[config.mk]
export PLATFORM = sky130hd
export DESIGN_NAME = date_add_days_flat
export DESIGN_NICKNAME = d
export VERILOG_FILES = /design/src/rtl/core/dad_pkg.sv /design/src/rtl/core/dad_if.sv /design/src/rtl/core/dad_datapath.sv /design/src/rtl/core/dad_ctrl.sv /design/src/rtl/core/date_add_days.sv /design/src/flat_wrapper.sv
export VERILOG_INCLUDE_DIRS = /design/src /design/src/rtl/core
export SDC_FILE = /design/constraint.sdc
export NUM_CORES = 1
export LEC_CHECK = 0
export BUFFER_PORTS_ARGS = -buffer_cell sky130_fd_sc_hd__buf_4
export CAP_MARGIN = 20
export CELL_PAD_IN_SITES_DETAIL_PLACEMENT = 2
export CELL_PAD_IN_SITES_GLOBAL_PLACEMENT = 2
export CORE_MARGIN = 1
export CORE_UTILIZATION = 41
export CTS_CLUSTER_SIZE = 28
export DETAILED_ROUTE_END_ITERATION = 7
export GPL_ROUTABILITY_DRIVEN = 0
export PLACE_DENSITY_LB_ADDON = 0.05
export SLEW_MARGIN = 20
export SYNTH_ARGS = -nofsm -noshare
export SYNTH_HDL_FRONTEND = slang
export SYNTH_SLANG_ARGS = --single-unit
[constraint.sdc]
create_clock -name clk_i -period 6 [get_ports clk_i]
set_clock_uncertainty 0.05 [all_clocks]
set_input_delay 1.2 -clock clk_i [delete_from_list [all_inputs] [get_ports clk_i]]
set_output_delay 1.2 -clock clk_i [all_outputs]
set_load 0.03 [all_outputs]
[src/rtl/core/date_add_days_assert.svh]
// ----------------------------------------------------------------------------
// date_add_days_assert
// Assertion macros shared by the date_add_days modules.
// ----------------------------------------------------------------------------
`ifndef DATE_ADD_DAYS_ASSERT_SVH
`define DATE_ADD_DAYS_ASSERT_SVH

`ifndef SYNTHESIS
// property must hold at every edge out of reset
`define DAD_ASSERT(lbl, clk, rst_n, prop) \
  lbl: assert property (@(posedge clk) disable iff (!(rst_n)) (prop)) \
    else $error("date_add_days assertion failed");
// consequent must hold in the cycle after the antecedent
`define DAD_ASSERT_NEXT(lbl, clk, rst_n, ante, cons) \
  lbl: assert property (@(posedge clk) disable iff (!(rst_n)) (ante) |=> (cons)) \
    else $error("date_add_days assertion failed");
`else
`define DAD_ASSERT(lbl, clk, rst_n, prop)
`define DAD_ASSERT_NEXT(lbl, clk, rst_n, ante, cons)
`endif

`endif

[src/rtl/core/dad_pkg.sv]
// ----------------------------------------------------------------------------
// dad_pkg
// Shared types, constants and calendar helpers of the date adder.
// ----------------------------------------------------------------------------
package dad_pkg;

  localparam int OFFSET_BITS = 20;

  localparam logic [13:0] YEAR_MIN = 14'd1601;
  localparam logic [13:0] YEAR_MAX = 14'd9999;

  localparam logic [3:0] MONTH_JAN = 4'd1;
  localparam logic [3:0] MONTH_FEB = 4'd2;
  localparam logic [3:0] MONTH_APR = 4'd4;
  localparam logic [3:0] MONTH_JUN = 4'd6;
  localparam logic [3:0] MONTH_SEP = 4'd9;
  localparam logic [3:0] MONTH_NOV = 4'd11;
  localparam logic [3:0] MONTH_DEC = 4'd12;

  localparam logic [4:0] DAYS_SHORT = 5'd30;
  localparam logic [4:0] DAYS_LONG  = 5'd31;
  localparam logic [4:0] DAYS_FEB   = 5'd28;
  localparam logic [4:0] DAYS_FEB_LEAP = 5'd29;

  // floor(y / 100) for y < 16384 as (y * 5243) >> 19
  localparam logic [12:0] DIV100_MUL   = 13'd5243;
  localparam int          DIV100_SHIFT = 19;
  localparam logic [6:0]  YMOD_LAST    = 7'd99;

  typedef struct packed {
    logic load_in;
    logic calc_quot;
    logic calc_mod;
    logic check;
    logic step;
    logic load_out;
  } cmd_t;

  typedef struct packed {
    logic start_bad;
    logic step_done;
  } sts_t;

  // leap from year mod 100 and century mod 4
  function automatic logic is_leap(input logic [6:0] ymod, input logic [1:0] cmod);
    logic leap;
    if (ymod == 7'd0) begin
      leap = (cmod == 2'd0);
    end else begin
      leap = (ymod[1:0] == 2'd0);
    end
    return leap;
  endfunction

  function automatic logic [4:0] days_in_month(input logic [3:0] month, input logic leap);
    logic [4:0] dim;
    case (month) inside
      MONTH_APR, MONTH_JUN, MONTH_SEP, MONTH_NOV: dim = DAYS_SHORT;
      MONTH_FEB: dim = leap ? DAYS_FEB_LEAP : DAYS_FEB;
      default:   dim = DAYS_LONG;
    endcase
    return dim;
  endfunction

endpackage

[src/rtl/core/dad_if.sv]
// ----------------------------------------------------------------------------
// dad_in_if / dad_out_if
// Valid/ready channels that carry start dates in and result dates out.
// ----------------------------------------------------------------------------
interface dad_in_if;
  logic                                 valid;
  logic                                 ready;
  logic [4:0]                           start_day;
  logic [3:0]                           start_month;
  logic [13:0]                          start_year;
  logic signed [dad_pkg::OFFSET_BITS-1:0] day_offset;

  modport source (output valid, start_day, start_month, start_year, day_offset,
                  input ready);
  modport sink (input valid, start_day, start_month, start_year, day_offset,
                output ready);
endinterface

interface dad_out_if;
  logic        valid;
  logic        ready;
  logic [4:0]  result_day;
  logic [3:0]  result_month;
  logic [13:0] result_year;
  logic        error;

  modport source (output valid, result_day, result_month, result_year, error,
                  input ready);
  modport sink (input valid, result_day, result_month, result_year, error,
                output ready);
endinterface

[src/rtl/core/dad_datapath.sv]
// ----------------------------------------------------------------------------
// dad_datapath
// Date registers, leap tracking and the one-month-per-cycle stepper.
// ----------------------------------------------------------------------------
`include "date_add_days_assert.svh"

module dad_datapath (
  input  logic                                  clk_i,
  input  logic                                  rst_ni,
  input  dad_pkg::cmd_t                         cmd_i,
  output dad_pkg::sts_t                         sts_o,
  input  logic [4:0]                            start_day_i,
  input  logic [3:0]                            start_month_i,
  input  logic [13:0]                           start_year_i,
  input  logic signed [dad_pkg::OFFSET_BITS-1:0] day_offset_i,
  output logic [4:0]                            result_day_o,
  output logic [3:0]                            result_month_o,
  output logic [13:0]                           result_year_o,
  output logic                                  error_o
);
  import dad_pkg::*;

  logic [4:0]             sd_q;
  logic [3:0]             sm_q;
  logic [13:0]            sy_q;
  logic [OFFSET_BITS-1:0] off_q;

  logic [7:0]  quot_q;
  logic [26:0] quot_prod;
  logic [13:0] hund;
  logic [13:0] ymod_full;

  logic [6:0]  ymod_q, ymod_d;
  logic [1:0]  cmod_q, cmod_d;
  logic [4:0]  day_q, day_d;
  logic [3:0]  month_q, month_d;
  logic [13:0] year_q, year_d;
  logic [OFFSET_BITS-1:0] rem_q, rem_d;
  logic        neg_q;
  logic        err_q, err_d;

  logic [4:0]  res_day_q;
  logic [3:0]  res_month_q;
  logic [13:0] res_year_q;
  logic        res_err_q;

  logic       leap;
  logic [4:0] dim_start;
  logic [4:0] dim_cur;
  logic [3:0] prev_month;
  logic [4:0] dim_prev;
  logic [4:0] room;
  logic       start_bad;
  logic       fits;
  logic       at_edge;

  assign quot_prod = 27'(sy_q) * 27'(DIV100_MUL);
  assign hund      = 14'(quot_q) * 14'd100;
  assign ymod_full = sy_q - hund;

  assign leap      = is_leap(ymod_q, cmod_q);
  assign dim_start = days_in_month(sm_q, leap);
  assign dim_cur   = days_in_month(month_q, leap);
  assign prev_month = (month_q == MONTH_JAN) ? MONTH_DEC : month_q - 4'd1;
  // going back past january lands in december, 31 days whatever the year
  assign dim_prev  = days_in_month(prev_month, leap);
  assign room      = dim_cur - day_q;

  assign start_bad = (sy_q < YEAR_MIN) || (sy_q > YEAR_MAX) ||
                     (sm_q == 4'd0) || (sm_q > MONTH_DEC) ||
                     (sd_q == 5'd0) || (sd_q > dim_start);

  assign fits    = neg_q ? (rem_q < OFFSET_BITS'(day_q))
                         : (rem_q <= OFFSET_BITS'(room));
  assign at_edge = neg_q ? ((month_q == MONTH_JAN) && (year_q == YEAR_MIN))
                         : ((month_q == MONTH_DEC) && (year_q == YEAR_MAX));

  assign sts_o.start_bad = start_bad;
  assign sts_o.step_done = fits || at_edge;

  always_comb begin
    day_d   = day_q;
    month_d = month_q;
    year_d  = year_q;
    rem_d   = rem_q;
    ymod_d  = ymod_q;
    cmod_d  = cmod_q;
    err_d   = err_q;
    if (cmd_i.calc_mod) begin
      ymod_d = ymod_full[6:0];
      cmod_d = quot_q[1:0];
    end else if (cmd_i.check) begin
      err_d   = start_bad;
      day_d   = sd_q;
      month_d = sm_q;
      year_d  = sy_q;
      rem_d   = off_q[OFFSET_BITS-1] ? (~off_q + OFFSET_BITS'(1)) : off_q;
    end else if (cmd_i.step) begin
      if (fits) begin
        day_d = neg_q ? (day_q - rem_q[4:0]) : (day_q + rem_q[4:0]);
      end else if (at_edge) begin
        err_d = 1'b1;
      end else if (neg_q) begin
        rem_d   = rem_q - OFFSET_BITS'(day_q);
        day_d   = dim_prev;
        month_d = prev_month;
        if (month_q == MONTH_JAN) begin
          year_d = year_q - 14'd1;
          if (ymod_q == 7'd0) begin
            ymod_d = YMOD_LAST;
            cmod_d = cmod_q - 2'd1;
          end else begin
            ymod_d = ymod_q - 7'd1;
          end
        end
      end else begin
        rem_d = rem_q - OFFSET_BITS'(room) - OFFSET_BITS'(1);
        day_d = 5'd1;
        if (month_q == MONTH_DEC) begin
          month_d = MONTH_JAN;
          year_d  = year_q + 14'd1;
          if (ymod_q == YMOD_LAST) begin
            ymod_d = 7'd0;
            cmod_d = cmod_q + 2'd1;
          end else begin
            ymod_d = ymod_q + 7'd1;
          end
        end else begin
          month_d = month_q + 4'd1;
        end
      end
    end
  end

  always_ff @(posedge clk_i) begin
    if (cmd_i.load_in) begin
      sd_q  <= start_day_i;
      sm_q  <= start_month_i;
      sy_q  <= start_year_i;
      off_q <= day_offset_i;
    end
    if (cmd_i.calc_quot) begin
      quot_q <= quot_prod[DIV100_SHIFT +: 8];
    end
    if (cmd_i.check) begin
      neg_q <= off_q[OFFSET_BITS-1];
    end
    day_q   <= day_d;
    month_q <= month_d;
    year_q  <= year_d;
    rem_q   <= rem_d;
    ymod_q  <= ymod_d;
    cmod_q  <= cmod_d;
    err_q   <= err_d;
    if (cmd_i.load_out) begin
      // an error passes the start date through
      res_day_q   <= err_q ? sd_q : day_q;
      res_month_q <= err_q ? sm_q : month_q;
      res_year_q  <= err_q ? sy_q : year_q;
      res_err_q   <= err_q;
    end
  end

  assign result_day_o   = res_day_q;
  assign result_month_o = res_month_q;
  assign result_year_o  = res_year_q;
  assign error_o        = res_err_q;

  `DAD_ASSERT(a_step_month_ok, clk_i, rst_ni,
              !cmd_i.step || ((month_q >= MONTH_JAN) && (month_q <= MONTH_DEC)))
  `DAD_ASSERT(a_step_day_ok, clk_i, rst_ni,
              !cmd_i.step || ((day_q != 5'd0) && (day_q <= dim_cur)))
  `DAD_ASSERT(a_step_ymod_ok, clk_i, rst_ni,
              !cmd_i.step || (ymod_q <= YMOD_LAST))

endmodule

[src/rtl/core/dad_ctrl.sv]
// ----------------------------------------------------------------------------
// dad_ctrl
// Sequencer of the date adder: setup, month stepping and result hand-off.
// ----------------------------------------------------------------------------
`include "date_add_days_assert.svh"

module dad_ctrl (
  input  logic          clk_i,
  input  logic          rst_ni,
  input  logic          in_valid_i,
  output logic          in_ready_o,
  output logic          out_valid_o,
  input  logic          out_ready_i,
  input  dad_pkg::sts_t sts_i,
  output dad_pkg::cmd_t cmd_o
);
  import dad_pkg::*;

  localparam logic [2:0] ST_IDLE  = 3'd0;
  localparam logic [2:0] ST_QUOT  = 3'd1;
  localparam logic [2:0] ST_MOD   = 3'd2;
  localparam logic [2:0] ST_CHECK = 3'd3;
  localparam logic [2:0] ST_STEP  = 3'd4;
  localparam logic [2:0] ST_DONE  = 3'd5;

  logic [2:0] state_q, state_d;
  logic       out_valid_q, out_valid_d;
  logic       out_free;

  assign out_free   = !out_valid_q || out_ready_i;
  assign in_ready_o = (state_q == ST_IDLE);

  always_comb begin
    cmd_o           = '0;
    state_d         = state_q;
    cmd_o.load_in   = (state_q == ST_IDLE) && in_valid_i;
    cmd_o.calc_quot = (state_q == ST_QUOT);
    cmd_o.calc_mod  = (state_q == ST_MOD);
    cmd_o.check     = (state_q == ST_CHECK);
    cmd_o.step      = (state_q == ST_STEP);
    cmd_o.load_out  = (state_q == ST_DONE) && out_free;
    case (state_q)
      ST_IDLE:  if (in_valid_i) state_d = ST_QUOT;
      ST_QUOT:  state_d = ST_MOD;
      ST_MOD:   state_d = ST_CHECK;
      ST_CHECK: state_d = sts_i.start_bad ? ST_DONE : ST_STEP;
      ST_STEP:  if (sts_i.step_done) state_d = ST_DONE;
      ST_DONE:  if (out_free) state_d = ST_IDLE;
      default:  state_d = ST_IDLE;
    endcase
  end

  always_comb begin
    out_valid_d = out_valid_q;
    if (cmd_o.load_out) begin
      out_valid_d = 1'b1;
    end else if (out_ready_i) begin
      out_valid_d = 1'b0;
    end
  end

  always_ff @(posedge clk_i or negedge rst_ni) begin
    if (!rst_ni) begin
      state_q     <= ST_IDLE;
      out_valid_q <= 1'b0;
    end else begin
      state_q     <= state_d;
      out_valid_q <= out_valid_d;
    end
  end

  assign out_valid_o = out_valid_q;

  `DAD_ASSERT_NEXT(a_load_out_valid, clk_i, rst_ni, cmd_o.load_out,
                   out_valid_q && (state_q == ST_IDLE))
  `DAD_ASSERT_NEXT(a_step_done_exit, clk_i, rst_ni, cmd_o.step && sts_i.step_done,
                   state_q == ST_DONE)
  `DAD_ASSERT_NEXT(a_accept_starts, clk_i, rst_ni, cmd_o.load_in,
                   (state_q == ST_QUOT) && !in_ready_o)
  `DAD_ASSERT(a_single_cmd, clk_i, rst_ni,
              $onehot0({cmd_o.load_in, cmd_o.calc_quot, cmd_o.calc_mod,
                        cmd_o.check, cmd_o.step, cmd_o.load_out}))

endmodule

[src/rtl/core/date_add_days.sv]
// ----------------------------------------------------------------------------
// date_add_days
// Adds a signed day offset to a Gregorian date, one month per cycle.
// ----------------------------------------------------------------------------
// Usage:
// - in_ch carries start_day, start_month, start_year and day_offset; a transfer
//   happens when valid and ready are both high. ready is high only when the
//   block holds no item in work.
// - out_ch carries result_day, result_month, result_year and error, held in an
//   output register until the transfer completes.
// - after the input transfer: setup states QUOT, MOD and CHECK, then STEP,
//   one month boundary per step (about 17250 month steps for the largest
//   offset), then DONE. An invalid start date skips stepping; a year outside
//   1601..9999 stops at the range edge and flags error with the start date.
// - throughput: one item at a time; the month stepper sets the rate. The next
//   item is taken the cycle after the result enters the output register, even
//   while that result still waits.
// - a stalled receiver holds the finished item and stalls the next in DONE.
// - reset (rst_ni low, asynchronous) returns to idle and drops out valid.
// ----------------------------------------------------------------------------
module date_add_days (
  input  logic      clk_i,
  input  logic      rst_ni,
  dad_in_if.sink    in_ch,
  dad_out_if.source out_ch
);
  import dad_pkg::*;

  cmd_t cmd;
  sts_t sts;

  dad_ctrl u_ctrl (
    .clk_i       (clk_i),
    .rst_ni      (rst_ni),
    .in_valid_i  (in_ch.valid),
    .in_ready_o  (in_ch.ready),
    .out_valid_o (out_ch.valid),
    .out_ready_i (out_ch.ready),
    .sts_i       (sts),
    .cmd_o       (cmd)
  );

  dad_datapath u_datapath (
    .clk_i          (clk_i),
    .rst_ni         (rst_ni),
    .cmd_i          (cmd),
    .sts_o          (sts),
    .start_day_i    (in_ch.start_day),
    .start_month_i  (in_ch.start_month),
    .start_year_i   (in_ch.start_year),
    .day_offset_i   (in_ch.day_offset),
    .result_day_o   (out_ch.result_day),
    .result_month_o (out_ch.result_month),
    .result_year_o  (out_ch.result_year),
    .error_o        (out_ch.error)
  );

endmodule

[src/flat_wrapper.sv]
// flat-port wrapper written by rule: the top's interface ports become plain ports
module date_add_days_flat import dad_pkg::*;
  (clk_i, rst_ni, in_ch_valid, in_ch_start_day, in_ch_start_month, in_ch_start_year, in_ch_day_offset, in_ch_ready, out_ch_valid, out_ch_result_day, out_ch_result_month, out_ch_result_year, out_ch_error, out_ch_ready);
  dad_in_if in_ch_i ();
  dad_out_if out_ch_i ();
  input  logic clk_i;
  input  logic rst_ni;
  input wire logic [$bits(in_ch_i.valid)-1:0] in_ch_valid;
  input wire logic [$bits(in_ch_i.start_day)-1:0] in_ch_start_day;
  input wire logic [$bits(in_ch_i.start_month)-1:0] in_ch_start_month;
  input wire logic [$bits(in_ch_i.start_year)-1:0] in_ch_start_year;
  input wire logic [$bits(in_ch_i.day_offset)-1:0] in_ch_day_offset;
  output wire logic [$bits(in_ch_i.ready)-1:0] in_ch_ready;
  output wire logic [$bits(out_ch_i.valid)-1:0] out_ch_valid;
  output wire logic [$bits(out_ch_i.result_day)-1:0] out_ch_result_day;
  output wire logic [$bits(out_ch_i.result_month)-1:0] out_ch_result_month;
  output wire logic [$bits(out_ch_i.result_year)-1:0] out_ch_result_year;
  output wire logic [$bits(out_ch_i.error)-1:0] out_ch_error;
  input wire logic [$bits(out_ch_i.ready)-1:0] out_ch_ready;
  assign in_ch_i.valid = in_ch_valid;
  assign in_ch_i.start_day = in_ch_start_day;
  assign in_ch_i.start_month = in_ch_start_month;
  assign in_ch_i.start_year = in_ch_start_year;
  assign in_ch_i.day_offset = in_ch_day_offset;
  assign in_ch_ready = in_ch_i.ready;
  assign out_ch_valid = out_ch_i.valid;
  assign out_ch_result_day = out_ch_i.result_day;
  assign out_ch_result_month = out_ch_i.result_month;
  assign out_ch_result_year = out_ch_i.result_year;
  assign out_ch_error = out_ch_i.error;
  assign out_ch_i.ready = out_ch_ready;
  date_add_days u_core (.clk_i(clk_i), .rst_ni(rst_ni), .in_ch(in_ch_i), .out_ch(out_ch_i));
endmodule
==> impl_metrics.py <==
metrics = {
    "yosys": {
        "synth-edff-count": 126,
        "synth_compound_area_share_pct": 12.2,
        "synth_area_mm2": 0.0113,
        "synth.top_cells.by_count": "152 x inv_1, 144 x ha_1, 126 x edfxtp_1",
        "synth_most_common_cell": "inv_1",
        "syn-mean-instance-area_um2": 10.2,
        "synthSimpleGateAreaFrac_pct": 11.8,
        "yosys_most_used_dff": "edfxtp_1",
        "yosys_register_bits": 130,
        "synth-xor-area-share_pct": 5.64,
        "yosys_warnings": 0,
        "seq_area_frac_synth_pct": 34.3,
        "synth.distinct_cells": 71,
        "yosysTopAreaCellShare_pct": 33.4,
        "synth_top_cell_by_area": "edfxtp_1",
        "synth_adder_area_share_pct": 27.9,
        "synthMuxAreaShare_pct": 2.10,
        "ys_async_sr_fraction_pct": 3.08,
        "synth_cells": 1111,
        "synth_nets": 1370,
        "synth_top_family_by_area": "adder cells",
        "synthTopCellsByArea": "edfxtp_1 33%, ha_1 16%, fa_1 12%, inv_1 5.0%, xnor2_1 4.0%",
    },
    "clock_network": {
        "clkTransAtPathRegs_ns": 0.07,
        "clockBufferDepth": 2,
        "clkSinkCount": 130,
        "ctsHoldBuffers": 0,
        "clock_latency_ns": 0.44,
        "cts_tree": "done",
        "cts_resized": 0,
        "cts.root.buffer_cell": "clkbuf_16",
        "cts_buffers": 17,
        "post_cts_buffers": 0,
        "cts_max_level": 4,
    },
    "route": {
        "firstDrtPassIters": 4,
        "drt-initial-drc-count": 399,
        "drc_errors": 0,
        "via_per_inst": 5.59,
        "wirelength_um": 34200,
        "num_vias": 8579,
        "ant_nets": 0,
        "wl_per_cell_um": 22.3,
    },
    "cells_and_area": {
        "nFillCells": 2793,
        "final_util_pct": 47.5,
        "nets": 1441,
        "drive_gt1_share_pct": 12.2,
        "antennaDiodeCount": 0,
        "syn2layout_area_growth_pct": 13.3,
    },
    "setup_path": {
        "cp.arrival_ns": 5.67,
        "crit_path_start_kind": "flip-flop",
        "reg2regPathDepth": 19,
        "r2r_end": "u_core.u_datapath.quot_q[0]",
        "path_class": "flip-flop to flip-flop",
        "cp-end-kind": "flip-flop",
        "r2r-start": "u_core.u_datapath.sy_q[3]",
        "worstPathRequired_ns": 6.12,
        "worstPathMaxFanout": 9,
        "rrSetupSlack_ns": 0.44,
    },
    "die": {
        "die_area_mm2": 0.0283,
        "chipHeight_um": 168,
        "num_rows": 60,
        "die_x_um": 168,
        "num_io_pins": 73,
        "start_util_pct": 41.9,
        "core_area_mm2": 0.0270,
    },
    "sta": {
        "min_period_ns": 5.56,
        "hold_viol": 0,
        "slew_headroom_pct": 43.3,
        "rsz0062_at_grt": "false",
        "slew_viol_final": 0,
        "timing.fmax_mhz": 180,
        "setup_viol": 0,
        "finalSetupTns_ns": 0,
        "tightest_slew_ns": 0.829,
        "min_period_over_period_pct": 92.6,
    },
    "hold_path": {
        "hp-class": "primary input to asynchronous set/reset pin",
    },
    "job": {
        "drv_cap": 0,
    },
    "grt": {
        "antenna_found_initial": 0,
        "track_usage_pct": 25.4,
        "grt_pass1_wl_um": 54700,
        "grt.overflow.total": 0,
        "grt_max_degree": 55,
        "grt_pass1_vias": 9800,
    },
    "placement": {
        "port_buffers": 72,
        "dp_hpwl_um": 26700,
    },
    "run_status": {
        "status": "finished, final reports clean",
    },
}
-- cell type report --
class | count | area, um^2 | area share (%)
multi-input cells | 798 | 6770 | 52.8
well taps | 341 | 427 | 3.32
repair buffers | 81 | 608 | 4.74
flip-flops and latches | 130 | 3880 | 30.3
inverters | 154 | 578 | 4.50
clock inverters | 15 | 141 | 1.10
clock buffers | 17 | 425 | 3.31
-- logic make-up after synthesis --
family | Yosys count
compound gates | 223
xor+xnor | 73
fa+ha+maj | 212
buf+inv | 183
flops | 130
mux | 22
simple gates | 268
-- metal layers --
layer / global-route usage [%] / wire length (um) / vias to the layer above
li1: - / - / 4025
met1: 32.9 / 15500 / 4378
met2: 44.3 / 17000 / 136
met3: 3.55 / 1020 / 40
met4: 7.00 / 603 / 0
met5: 0 / 0 / -
-- flip-flops by register name (all words and copies together) (netlist names) --
name and flops:
u_core.u_datapath.year_q 14, u_core.u_datapath.day_q 5, u_core.u_datapath.sy_q 14, u_core.u_datapath.ymod_q 7, u_core.u_datapath.sm_q 4, u_core.u_ctrl.out_valid_o 1, u_core.u_datapath.cmod_q 2, u_core.u_datapath.neg_q 1
u_core.u_datapath.result_day_o 5, u_core.u_datapath.result_month_o 4, u_core.u_datapath.sd_q 5, u_core.u_datapath.result_year_o 14, u_core.u_ctrl.state_q 3, u_core.u_datapath.rem_q 20, u_core.u_datapath.err_q 1, u_core.u_datapath.quot_q 5
u_core.u_datapath.off_q 20, u_core.u_datapath.error_o 1, u_core.u_datapath.month_q 4
-- worst max path at each step --
stage,from,to,slack [ns],cells after the start
3_5_place_dp,u_core.u_datapath.sy_q[2],u_core.u_datapath.quot_q[0],0.46,19
2_1_floorplan,u_core.u_datapath.sy_q[6],u_core.u_datapath.quot_q[0],1.24,17
6_report,u_core.u_datapath.sy_q[3],u_core.u_datapath.quot_q[0],0.44,19
5_1_grt,u_core.u_datapath.sy_q[3],u_core.u_datapath.quot_q[0],0.14,19
3_3_place_gp,u_core.u_datapath.sy_q[3],u_core.u_datapath.quot_q[0],0.91,19
4_1_cts,u_core.u_datapath.sy_q[3],u_core.u_datapath.quot_q[0],0.47,19
-- metrics by stage --
stage | setup slack, ns | instances | cell area (um^2) | hold WS, ns
2_1_floorplan | 1.24 | 1111 | 11300 | 0.374
3_3_place_gp | 0.911 | 1504 | 12300 | 0.540
3_5_place_dp | 0.464 | 1504 | 12300 | 0.563
4_1_cts | 0.469 | 1536 | 12800 | 0.492
5_1_grt | 0.135 | 1536 | 12800 | 0.496
6_report | 0.442 | 1536 | 12800 | 0.505
-- worst max-delay path, cell delays in order (launching register included) --
cell	delay, ns
edfxtp_1	0.61
inv_1	0.25
fa_1	0.49
inv_1	0.07
ha_1	0.15
inv_1	0.06
fa_1	0.54
inv_1	0.05
ha_1	0.27
inv_1	0.05
fa_1	0.53
inv_1	0.04
ha_1	0.31
a21oi_1	0.16
nor2b_1	0.06
a311o_1	0.33
a41oi_1	0.28
a21oi_1	0.12
a2111oi_0	0.73
xnor2_1	0.13
-- cells in the final DEF, fill, tap and decap left out, types with 4 or more instances in the layout --
| cell | instances |
|---|---|
| o31ai_1 | 7 |
| a21oi_1 | 63 |
| a21o_1 | 7 |
| nand2b_1 | 14 |
| ha_1 | 144 |
| or4_1 | 10 |
| o22ai_1 | 7 |
| nand4_1 | 7 |
| xor2_1 | 21 |
| a211oi_1 | 5 |
| mux2i_1 | 8 |
| or3_1 | 8 |
| nand2_1 | 74 |
| fa_1 | 68 |
| nor3_1 | 23 |
| o21ai_1 | 17 |
| o21ai_0 | 57 |
| clkbuf_16 | 17 |
| nor2_1 | 67 |
| and3_1 | 4 |
| a31oi_1 | 14 |
| xnor2_1 | 52 |
| buf_4 | 81 |
| nand3b_1 | 4 |
| clkinvlp_4 | 4 |
| nor4_1 | 6 |
| nor2b_1 | 12 |
| dfrtp_1 | 4 |
| edfxtp_1 | 126 |
| inv_1 | 152 |
| o21a_1 | 7 |
| o211ai_1 | 7 |
| mux2_2 | 14 |
| inv_6 | 6 |
| nand3_1 | 17 |
Power is left out: the tool's default activity adds up to more than one toggle a clock period on the data nets, which glitch-free logic cannot reach.
